File: config.mk
export PLATFORM = sky130hd
export DESIGN_NAME = blob_frame_deframer_top
export DESIGN_NICKNAME = d
export VERILOG_FILES = /design/src/design/bfd_pkg.sv /design/src/design/blob_frame_deframer_top.sv /design/src/design/bfd_parser.sv
export SDC_FILE = /design/constraint.sdc
export NUM_CORES = 1
export LEC_CHECK = 0
export BUFFER_PORTS_ARGS = -buffer_cell sky130_fd_sc_hd__buf_2
export CAP_MARGIN = 10
export CORE_ASPECT_RATIO = 0.6
export CORE_MARGIN = 1.5
export CORE_UTILIZATION = 55
export DETAILED_ROUTE_END_ITERATION = 8
export PLACE_DENSITY = 0.78
export SLEW_MARGIN = 0
export SYNTH_ARGS = -nofsm -noshare
export SYNTH_HDL_FRONTEND = slang
export SYNTH_SLANG_ARGS = --single-unit
File: constraint.sdc
create_clock -name clk -period 2.95 [get_ports clk]
set_clock_uncertainty 0.15 [all_clocks]
set_input_delay 0.59 -clock clk [delete_from_list [all_inputs] [get_ports clk]]
set_output_delay 0.59 -clock clk [all_outputs]
set_load 0.1 [all_outputs]
File: src/design/bfd_pkg.sv
// ----------------------------------------------------------------------------
// bfd_pkg: shared types and constants of the blob frame deframer
// Configuration register indexes, reset values and the report struct that
// travels from the parser to the output stage.
// ----------------------------------------------------------------------------
`default_nettype none

package bfd_pkg;

  localparam int ByteW  = 8;
  localparam int CntW   = 4;   // frame byte count, covers limits up to 15
  localparam int HistD  = 5;   // stored bytes kept for the report
  localparam int CfgIdxW = 2;

  // configuration register indexes
  localparam logic [CfgIdxW-1:0] CfgFirstHeader  = 2'd0;
  localparam logic [CfgIdxW-1:0] CfgSecondHeader = 2'd1;
  localparam logic [CfgIdxW-1:0] CfgEndMarker    = 2'd2;

  localparam logic [ByteW-1:0] FirstHeaderRst  = 8'h2C;
  localparam logic [ByteW-1:0] SecondHeaderRst = 8'h12;
  localparam logic [ByteW-1:0] EndMarkerRst    = 8'h5B;

  typedef struct packed {
    logic [ByteW-1:0] end_marker;
    logic [ByteW-1:0] second_header;
    logic [ByteW-1:0] first_header;
  } bfd_cfg_t;

  typedef struct packed {
    logic             ended_by_marker;
    logic [ByteW-1:0] blob_h;
    logic [ByteW-1:0] blob_w;
    logic [ByteW-1:0] blob_y;
    logic [ByteW-1:0] blob_x;
  } bfd_rpt_t;

endpackage

`default_nettype wire

File: src/design/blob_frame_deframer_top.sv
// ----------------------------------------------------------------------------
// blob_frame_deframer_top: blob report deframer
// Pulls blob reports out of a framed serial byte stream.
// ----------------------------------------------------------------------------
// The block takes one received byte per transaction on in_ and hunts for the
// first header byte, then the second header byte, then collects body bytes
// until the end marker arrives or the frame holds MAX_FRAME bytes (headers
// included). Each finished frame yields one transaction on out_ with x, y,
// width and height (the four bytes stored before the last one, zero where the
// frame is shorter) and a tuser flag that is set when the end marker closed
// the frame. The byte after a frame is always consumed and the parser returns
// to the hunt. A byte is taken in every cycle: the parser updates in a single
// pass and its report lands in one output register, so in_tready drops only
// while a report sits there with out_tready low. The user must write header and
// marker bytes via cfg_ at indexes 0, 1, 2 only with the stream idle; unchecked.
`default_nettype none

module blob_frame_deframer_top #(
  parameter int MAX_FRAME = 10   // 6 to 15
) (
  input  wire logic                        clk,
  input  wire logic                        rst_n,
  input  wire logic                        in_tvalid,
  output logic                             in_tready,
  input  wire logic [7:0]                  in_tdata,   // [7:0] rx_byte
  output logic                             out_tvalid,
  input  wire logic                        out_tready,
  // [7:0] blob_x, [15:8] blob_y, [23:16] blob_w, [31:24] blob_h
  output logic [31:0]                      out_tdata,
  output logic                             out_tuser,  // [0] ended_by_marker
  input  wire logic                        cfg_valid,
  output logic                             cfg_ready,
  input  wire logic [bfd_pkg::CfgIdxW-1:0] cfg_index,
  input  wire logic [7:0]                  cfg_data
);
  import bfd_pkg::*;

  bfd_cfg_t cfg_r;
  logic     in_acc;
  logic     rpt_valid;
  bfd_rpt_t rpt;
  bfd_rpt_t out_r;
  logic     out_valid_r, out_valid_nxt;

  assign cfg_ready = 1'b1;

  always_ff @(posedge clk) begin
    if (!rst_n) begin
      cfg_r.first_header  <= FirstHeaderRst;
      cfg_r.second_header <= SecondHeaderRst;
      cfg_r.end_marker    <= EndMarkerRst;
    end else if (cfg_valid) begin
      case (cfg_index)
        CfgFirstHeader:  cfg_r.first_header  <= cfg_data;
        CfgSecondHeader: cfg_r.second_header <= cfg_data;
        CfgEndMarker:    cfg_r.end_marker    <= cfg_data;
        default: ;  // drop writes to unused indexes
      endcase
    end
  end

  assign in_tready = !out_valid_r || out_tready;
  assign in_acc    = in_tvalid && in_tready;

  bfd_parser #(.MAX_FRAME(MAX_FRAME)) u_parser (
    .clk       (clk),
    .rst_n     (rst_n),
    .step      (in_acc),
    .rx_byte   (in_tdata),
    .cfg       (cfg_r),
    .rpt_valid (rpt_valid),
    .rpt       (rpt)
  );

  always_comb begin
    if (in_acc) out_valid_nxt = rpt_valid;
    else        out_valid_nxt = out_valid_r && !out_tready;
  end

  always_ff @(posedge clk) begin
    if (!rst_n) begin
      out_valid_r <= 1'b0;
    end else begin
      out_valid_r <= out_valid_nxt;
    end
  end

  always_ff @(posedge clk) begin
    if (in_acc && rpt_valid) begin
      out_r <= rpt;
    end
  end

  assign out_tvalid = out_valid_r;
  assign out_tdata  = {out_r.blob_h, out_r.blob_w, out_r.blob_y, out_r.blob_x};
  assign out_tuser  = out_r.ended_by_marker;

endmodule

`default_nettype wire

File: src/design/bfd_parser.sv
// ----------------------------------------------------------------------------
// bfd_parser: frame hunt and body collection
// Tracks the parse phase, the frame byte count and the last stored bytes.
// On each accepted byte it updates state and flags a report when a frame ends.
// ----------------------------------------------------------------------------
`default_nettype none

module bfd_parser #(
  parameter int MAX_FRAME = 10
) (
  input  wire logic                    clk,
  input  wire logic                    rst_n,
  input  wire logic                    step,
  input  wire logic [bfd_pkg::ByteW-1:0] rx_byte,
  input  wire bfd_pkg::bfd_cfg_t       cfg,
  output logic                         rpt_valid,
  output bfd_pkg::bfd_rpt_t            rpt
);
  import bfd_pkg::*;

  localparam logic [1:0] P_HUNT = 2'd0;
  localparam logic [1:0] P_HDR2 = 2'd1;
  localparam logic [1:0] P_BODY = 2'd2;
  localparam logic [1:0] P_DONE = 2'd3;

  localparam logic [CntW-1:0] MaxCnt = CntW'(MAX_FRAME);

  logic [1:0]       phase_r, phase_nxt;
  logic [CntW-1:0]  cnt_r, cnt_nxt, cnt_inc;
  logic [ByteW-1:0] hist_r [HistD];
  logic [ByteW-1:0] hist_nxt [HistD];
  logic             marker;

  assign cnt_inc = cnt_r + 1'b1;
  assign marker  = (rx_byte == cfg.end_marker);

  // report fields: the four bytes stored before the newest one
  assign rpt.blob_x          = hist_r[3];
  assign rpt.blob_y          = hist_r[2];
  assign rpt.blob_w          = hist_r[1];
  assign rpt.blob_h          = hist_r[0];
  assign rpt.ended_by_marker = marker;

  always_comb begin
    phase_nxt = phase_r;
    cnt_nxt   = cnt_r;
    hist_nxt  = hist_r;
    rpt_valid = 1'b0;
    case (phase_r)
      P_HUNT: begin
        for (int i = 0; i < HistD; i++) hist_nxt[i] = '0;
        cnt_nxt = '0;
        if (rx_byte == cfg.first_header) begin
          hist_nxt[0] = rx_byte;
          cnt_nxt     = CntW'(1);
          phase_nxt   = P_HDR2;
        end
      end
      P_HDR2: begin
        if (rx_byte == cfg.second_header) begin
          for (int i = 1; i < HistD; i++) hist_nxt[i] = hist_r[i-1];
          hist_nxt[0] = rx_byte;
          cnt_nxt     = cnt_inc;
          phase_nxt   = P_BODY;
        end else begin
          for (int i = 0; i < HistD; i++) hist_nxt[i] = '0;
          cnt_nxt   = '0;
          phase_nxt = P_HUNT;
        end
      end
      P_BODY: begin
        for (int i = 1; i < HistD; i++) hist_nxt[i] = hist_r[i-1];
        hist_nxt[0] = rx_byte;
        cnt_nxt     = cnt_inc;
        if (cnt_inc >= MaxCnt || marker) begin
          phase_nxt = P_DONE;
          rpt_valid = 1'b1;
        end
      end
      default: begin
        // consume the trailing byte; keep history only on a marker ending
        if (hist_r[0] != cfg.end_marker) begin
          for (int i = 0; i < HistD; i++) hist_nxt[i] = '0;
        end
        cnt_nxt   = '0;
        phase_nxt = P_HUNT;
      end
    endcase
  end

  always_ff @(posedge clk) begin
    if (!rst_n) begin
      phase_r <= P_HUNT;
      cnt_r   <= '0;
      for (int i = 0; i < HistD; i++) hist_r[i] <= '0;
    end else if (step) begin
      phase_r <= phase_nxt;
      cnt_r   <= cnt_nxt;
      hist_r  <= hist_nxt;
    end
  end

  a_rpt_to_done: assert property (@(posedge clk) disable iff (!rst_n)
    step && rpt_valid |=> phase_r == P_DONE)
    else $error("report without move to frame done");

  a_body_below_limit: assert property (@(posedge clk) disable iff (!rst_n)
    phase_r == P_BODY |-> cnt_r < MaxCnt)
    else $error("body phase with count at limit");

  a_done_to_hunt: assert property (@(posedge clk) disable iff (!rst_n)
    step && phase_r == P_DONE |=> phase_r == P_HUNT && cnt_r == '0)
    else $error("trailing byte did not return to hunt");

  a_hdr2_count: assert property (@(posedge clk) disable iff (!rst_n)
    phase_r == P_HDR2 |-> cnt_r == CntW'(1))
    else $error("second header wait with wrong count");

endmodule

`default_nettype wire
Yosys cells after proc, flatten, opt, wreduce, memory -nomap -nowiden
Index checks and enable logic that the tools add are counted.
{"block": "totals", "output_inout_bits": 36, "inputBits": 23, "elab_cells": 56, "ff_bits": 96}
{"block": "op_classes", "eq_ne": 10, "add_sub_neg": 1, "n_reduce_logical": 15, "magnitude_cmp": 1, "n_mux": 14}
{"cell": "$pmux 40 s3", "count": 1}
{"cell": "$mux 40", "count": 2}
{"cell": "$eq 8x8->1", "count": 3}
{"cell": "$pmux 4 s3", "count": 1}
{"cell": "$mux 8", "count": 1}
{"cell": "$ne 8x8->1", "count": 1}
{"cell": "$reduce_and 2->1", "count": 4}
{"cell": "$mux 2", "count": 3}
{"cell": "$pmux 2 s3", "count": 1}
{"cell": "$add 4x1->4 const B", "count": 1}
{"cell": "$eq 2x1->1 const B", "count": 2}
{"cell": "$eq 2x2->1 const B", "count": 2}
{"cell": "$ge 4x4->1 const B", "count": 1}
{"cell": "$logic_not 2->1", "count": 2}
{"cell": "$mux 1", "count": 4}
{"cell": "$mux 4", "count": 1}
{"cell": "$ne 2x1->1 const B", "count": 2}
{"cell": "$reduce_bool 4->1", "count": 1}
{"cell": "$logic_and 1x1->1", "count": 3}
{"cell": "$reduce_and 3->1", "count": 1}
{"cell": "$logic_not 1->1", "count": 2}
{"cell": "$logic_or 1x1->1", "count": 2}

Depth between registers and ports, before layout
{"block": "logic_depth", "word_depth": 6, "mapped_depth": 7, "mapped_depth_nobuf": 6}

Hierarchy
Synthesis repeated with hierarchy kept, for this count alone.
{"block": "unflattened", "cells_unflattened": 344, "hier_area_um2": 3867.5}
{"module": "blob_frame_deframer_top", "cells_per_inst": 138, "instances": 1, "area_each_um2": 2031.9}
{"module": "bfd_parser", "cells_per_inst": 206, "instances": 1, "area_each_um2": 1835.5}

Worst setup path before layout
OpenSTA, ideal clock, no wires.
{"block": "synth_path", "path_type": "register to register", "startpoint": "reg out_valid_r (netlist: out_tvalid)", "endpoint": "reg out_r (netlist bit out_tdata[0]) (enable)", "arrival_ps": 3010, "stages_incl_launch_ff": 5, "path_slack_ps": -604, "setup_ps": 394, "synth_period_minus_slack_ps": 3554, "n_path_buf": 0, "t_required_ps": 2406, "path_cell_list": "dfxtp_1 nand2b_1 nand2_1 nor2_1 and3_1"}
{"block": "synth_between", "elab_chain_cells": 4}
{"item": "from (decl)", "line_no": "blob_frame_deframer_top.sv:43", "rtl": "logic out_valid_r, out_valid_nxt;"}
{"item": "from (signal assigned)", "line_no": "blob_frame_deframer_top.sv:84", "rtl": "out_valid_r <= out_valid_nxt;"}
{"item": "$logic_not 1->1", "line_no": "blob_frame_deframer_top.sv:62", "rtl": "assign in_tready = !out_valid_r || out_tready;"}
{"item": "$logic_or 1x1->1", "line_no": "blob_frame_deframer_top.sv:62"}
{"item": "net in_tready", "line_no": "blob_frame_deframer_top.sv:24", "rtl": "output logic in_tready,"}
{"item": "$logic_and 1x1->1", "line_no": "blob_frame_deframer_top.sv:63", "rtl": "assign in_acc = in_tvalid && in_tready;"}
{"item": "$logic_and 1x1->1", "line_no": "blob_frame_deframer_top.sv:89", "rtl": "if (in_acc && rpt_valid) begin"}
{"item": "to (signal assigned)", "line_no": "blob_frame_deframer_top.sv:90", "rtl": "out_r <= rpt;"}
{"item": "to (decl)", "line_no": "blob_frame_deframer_top.sv:42", "rtl": "bfd_rpt_t out_r;"}
The timed path passes the listed nets, and every way through them passes these cells.
A chain may end at the register's enable or synchronous reset.

Worst setup path in the final report
{"block": "layout_path", "startpoint": "reg u_parser.cnt_r[0]", "endpoint": "reg out_valid_r (netlist: out_tvalid)"}
{"block": "layout_between", "elab_chain_cells": 6}
{"item": "from (decl)", "line_no": "bfd_parser.sv:29", "rtl": "logic [CntW-1:0] cnt_r, cnt_nxt, cnt_inc;"}
{"item": "from (signal assigned)", "line_no": "bfd_parser.sv:98", "rtl": "cnt_r <= cnt_nxt;"}
{"item": "$add 4x1->4", "line_no": "bfd_parser.sv:34", "rtl": "assign cnt_inc = cnt_r + 1'b1;"}
{"item": "$ge 4x4->1", "line_no": "bfd_parser.sv:75", "rtl": "if (cnt_inc >= MaxCnt || marker) begin"}
{"item": "$logic_or 1x1->1", "line_no": "bfd_parser.sv:75"}
{"item": "$mux 1", "line_no": "bfd_parser.sv:75"}
{"item": "$mux 1", "line_no": "bfd_parser.sv:49", "rtl": "case (phase_r)"}
{"item": "$mux 1", "line_no": "blob_frame_deframer_top.sv:76", "rtl": "if (in_acc) out_valid_nxt = rpt_valid;"}
Every way passes these cells.

==> flow_summary.yaml <==
outcome:
  outcome: "completed"
logic_synthesis:
  ys_seq_area_share_pct: 58.7
  synth_cells: 348
  ys_types: 43
  syn_area_sq_um: 3830
  synth_fp_nets: 373
  synth.avg_cell_area_sq_um: 11.0
  ys_ff_latch: 96
  synth_warnings: 0
die:
  fp.dieH_um: 67.7
  coreArea_sq_um: 6710
  fp-row-count: 23
  initial_core_util_pct: 57.2
  dieArea_sq_um: 7500
  die_x_um: 111
  io_pins: 59
pwr:
  clock_power_share_pct: 41.4
  finalPower_mw: 2.59
  ir_drop_mv: 0.344
  combPwrFrac_pct: 5.3
  p_seq_share_pct: 53.3
  switching_share_pct: 22.1
  p_leak_nw: 1.84
  internal_power_mw: 2.02
  power_density_nw_per_um2: 579
  switchingPower_uw: 573
final_layout:
  final_cell_area_sq_um: 4480
  final_util_pct: 66.8
  stdcell_count: 496
  mostFrequentLayoutCells: "dfxtp_1, nand2_1, buf_2"
  layout.nets: 429
  mostFrequentLayoutCell: "dfxtp_1"
  syn_to_final_growth_pct: 16.9
  diodes: 0
  drive_above_1_share_pct: 21.0
global_route:
  gr-usage-all-layers_pct: 23.3
  antenna_found_initial: 0
  grt_max_degree: 38
  use_met3_pct: 8.62
  gr-total-overflow: 0
  use_met1_pct: 31.1
  grt_pass1_vias: 2678
  grt_pass1_wl_um: 13400
  top_usage_layer: "met2"
  met2_usage_pct: 36.7
critical_path:
  startpoint_type: "register"
  crit_type: "register to register"
  max_stage_delay_ps: 370
  worstPathCellList: "ha_1 > nor2b_1 > nor4b_1 > o22ai_1 > and3_2 > buf_12 > o21a_1"
  worstPathRequired_ps: 3030
  worst_setup_path_end_kind: "register"
  crit_fanout: 34
  crit_arrival_ps: 2200
  cp_slowest_cell: "dfxtp_1"
clock_network:
  clock-sinks: 96
  cts-htree-levels: 3
  cts_buffer_depth: 2
  cts_tree: "yes"
  post_cts_resized: 0
  clk_pin_slew_worst_paths_ps: 60
  clkLatencyLatePin_ps: 340
  post_cts_buffers: 0
  cts-root-buf: "clkbuf_16"
  ctsHoldBuffers: 0
  cts_made_buffers: 9
place:
  place.gp.congestion: 0.910
  preCtsSetupSlack_ps: 540
  dpl.cell_count: 480
  dpl.hpwl_um: 5610
  dpl_cell_area_sq_um: 4210
  buffer_ports.inserted: 57
timing:
  fin_setup_tns_ps: 0
  setup_viol: 0
  slew_violations: 0
  fmax_mhz: 471
  tightest_slew_ps: 673
  relSlewSlack_pct: 55.1
  hold_viol: 0
  rsz0062_at_grt: "false"
  finalCritPeriodShare_pct: 72.0
  setup_ws_ps: 827
  min_period_ps: 2120
  whs_ps: 281
drt:
  via_per_inst: 5.54
  ant_nets: 0
  wl_per_cell_um: 16.1
  drt_iter0_drc: 217
  routed_wl_um: 8000
  route.detailed.drc: 0
  first_pass_iters: 4
  vias: 2746
worst_hold_path:
  hold_class: "register to register"
job:
  cap_violations: 0
## worst paths after layout
path,startpoint,endpoint,slack [ps],cells past startpoint
max reg2reg,u_parser.cnt_r[0],out_tvalid,830,7
max,u_parser.cnt_r[0],out_tvalid,830,7
min,u_parser.rpt[15],out_tdata[15],280,0
min reg2reg,u_parser.rpt[15],out_tdata[15],280,0
## worst max-delay path, delay by kind of cell, from the launching register on
| kind | cells | cell delay (ps) |
|---|---|---|
| AOI/OAI and AO/OA | 2 | 330 |
| buffers and inverters | 1 | 180 |
| adders and majority gates | 1 | 230 |
| and+or+nand+nor | 3 | 760 |
| DFF | 1 | 370 |
## state kept, by name, indices dropped and copies added, names as in the netlist
signal / cells
out_tdata: 32
u_parser.rpt: 32
cfg_r: 24
u_parser.cnt_r: 4
u_parser.phase_r: 2
out_tuser: 1
out_tvalid: 1
## power groups by stage
| stage | logic [mW] | registers [mW] | clock network [mW] |
|---|---|---|---|
| CTS | 0.136 | 1.38 | 1.10 |
| global placement | 0.132 | 1.41 | 0 |
| finish | 0.137 | 1.38 | 1.07 |
| floorplan | 0.0917 | 1.41 | 0 |
| detailed placement | 0.135 | 1.41 | 0 |
| global route | 0.151 | 1.38 | 1.14 |
## logic make-up after synthesis
family                   count (synthesis)  synth area share (%)
AND/OR/NAND/NOR                        114                  14.6
flip-flops                              96                  58.7
AO/OA/AOI/OAI                           61                  11.5
XOR/XNOR                                30                  6.85
buffers and inverters                   28                  3.36
multiplexers                            16                  4.18
adder cells (fa/ha/maj)                  2                 0.652
other                                    1                0.0978
## area by class of cell
type                       instances  area (sq um)
clock buffer                      12           246
clock inverter                     4          28.8
fill                             534          2220
inverter                           8          30.0
multi-input combinational        224          1460
sequential                        96          2250
tap                               87           109
timing repair buffer              65           358
## synth_stat cells (all sizes together)
library cell	n	area, sq um
nor2	6	22.5
nor3	3	15.0
o21a	2	15.0
nor4b	1	8.76
nor2b	15	93.8
nand2b	2	12.5
nor4	1	6.26
buf	8	53.8
dfxtp	63	1260
o22ai	25	156
clkbuf	12	45.0
and2	4	25.0
a21boi	4	30.0
nor3b	1	7.51
nand4	5	46.3
xnor2	16	140
nand3b	3	22.5
a21bo	1	10.0
o21ai	4	20.0
a2111oi	1	27.5
and3b	1	8.76
a21oi	10	50.1
a32oi	1	8.76
nand2	59	224
ha	2	25.0
mux2i	16	160
inv	8	30.0
o31ai	2	15.0
conb	1	3.75
xor2	14	123
nand3	10	50.1
edfxtp	33	991
a41o	9	90.1
or3	1	6.26
o21bai	1	7.51
a222oi	1	10.0
and3	2	12.5
## metal layers
layer / vias up / part of all wire, %
met5: - / 0
met4: 0 / 0.79
met3: 6 / 7.6
met2: 87 / 44
met1: 1312 / 47
li1: 1341 / -
No activity file was read; power rests on OpenSTA's default activity.
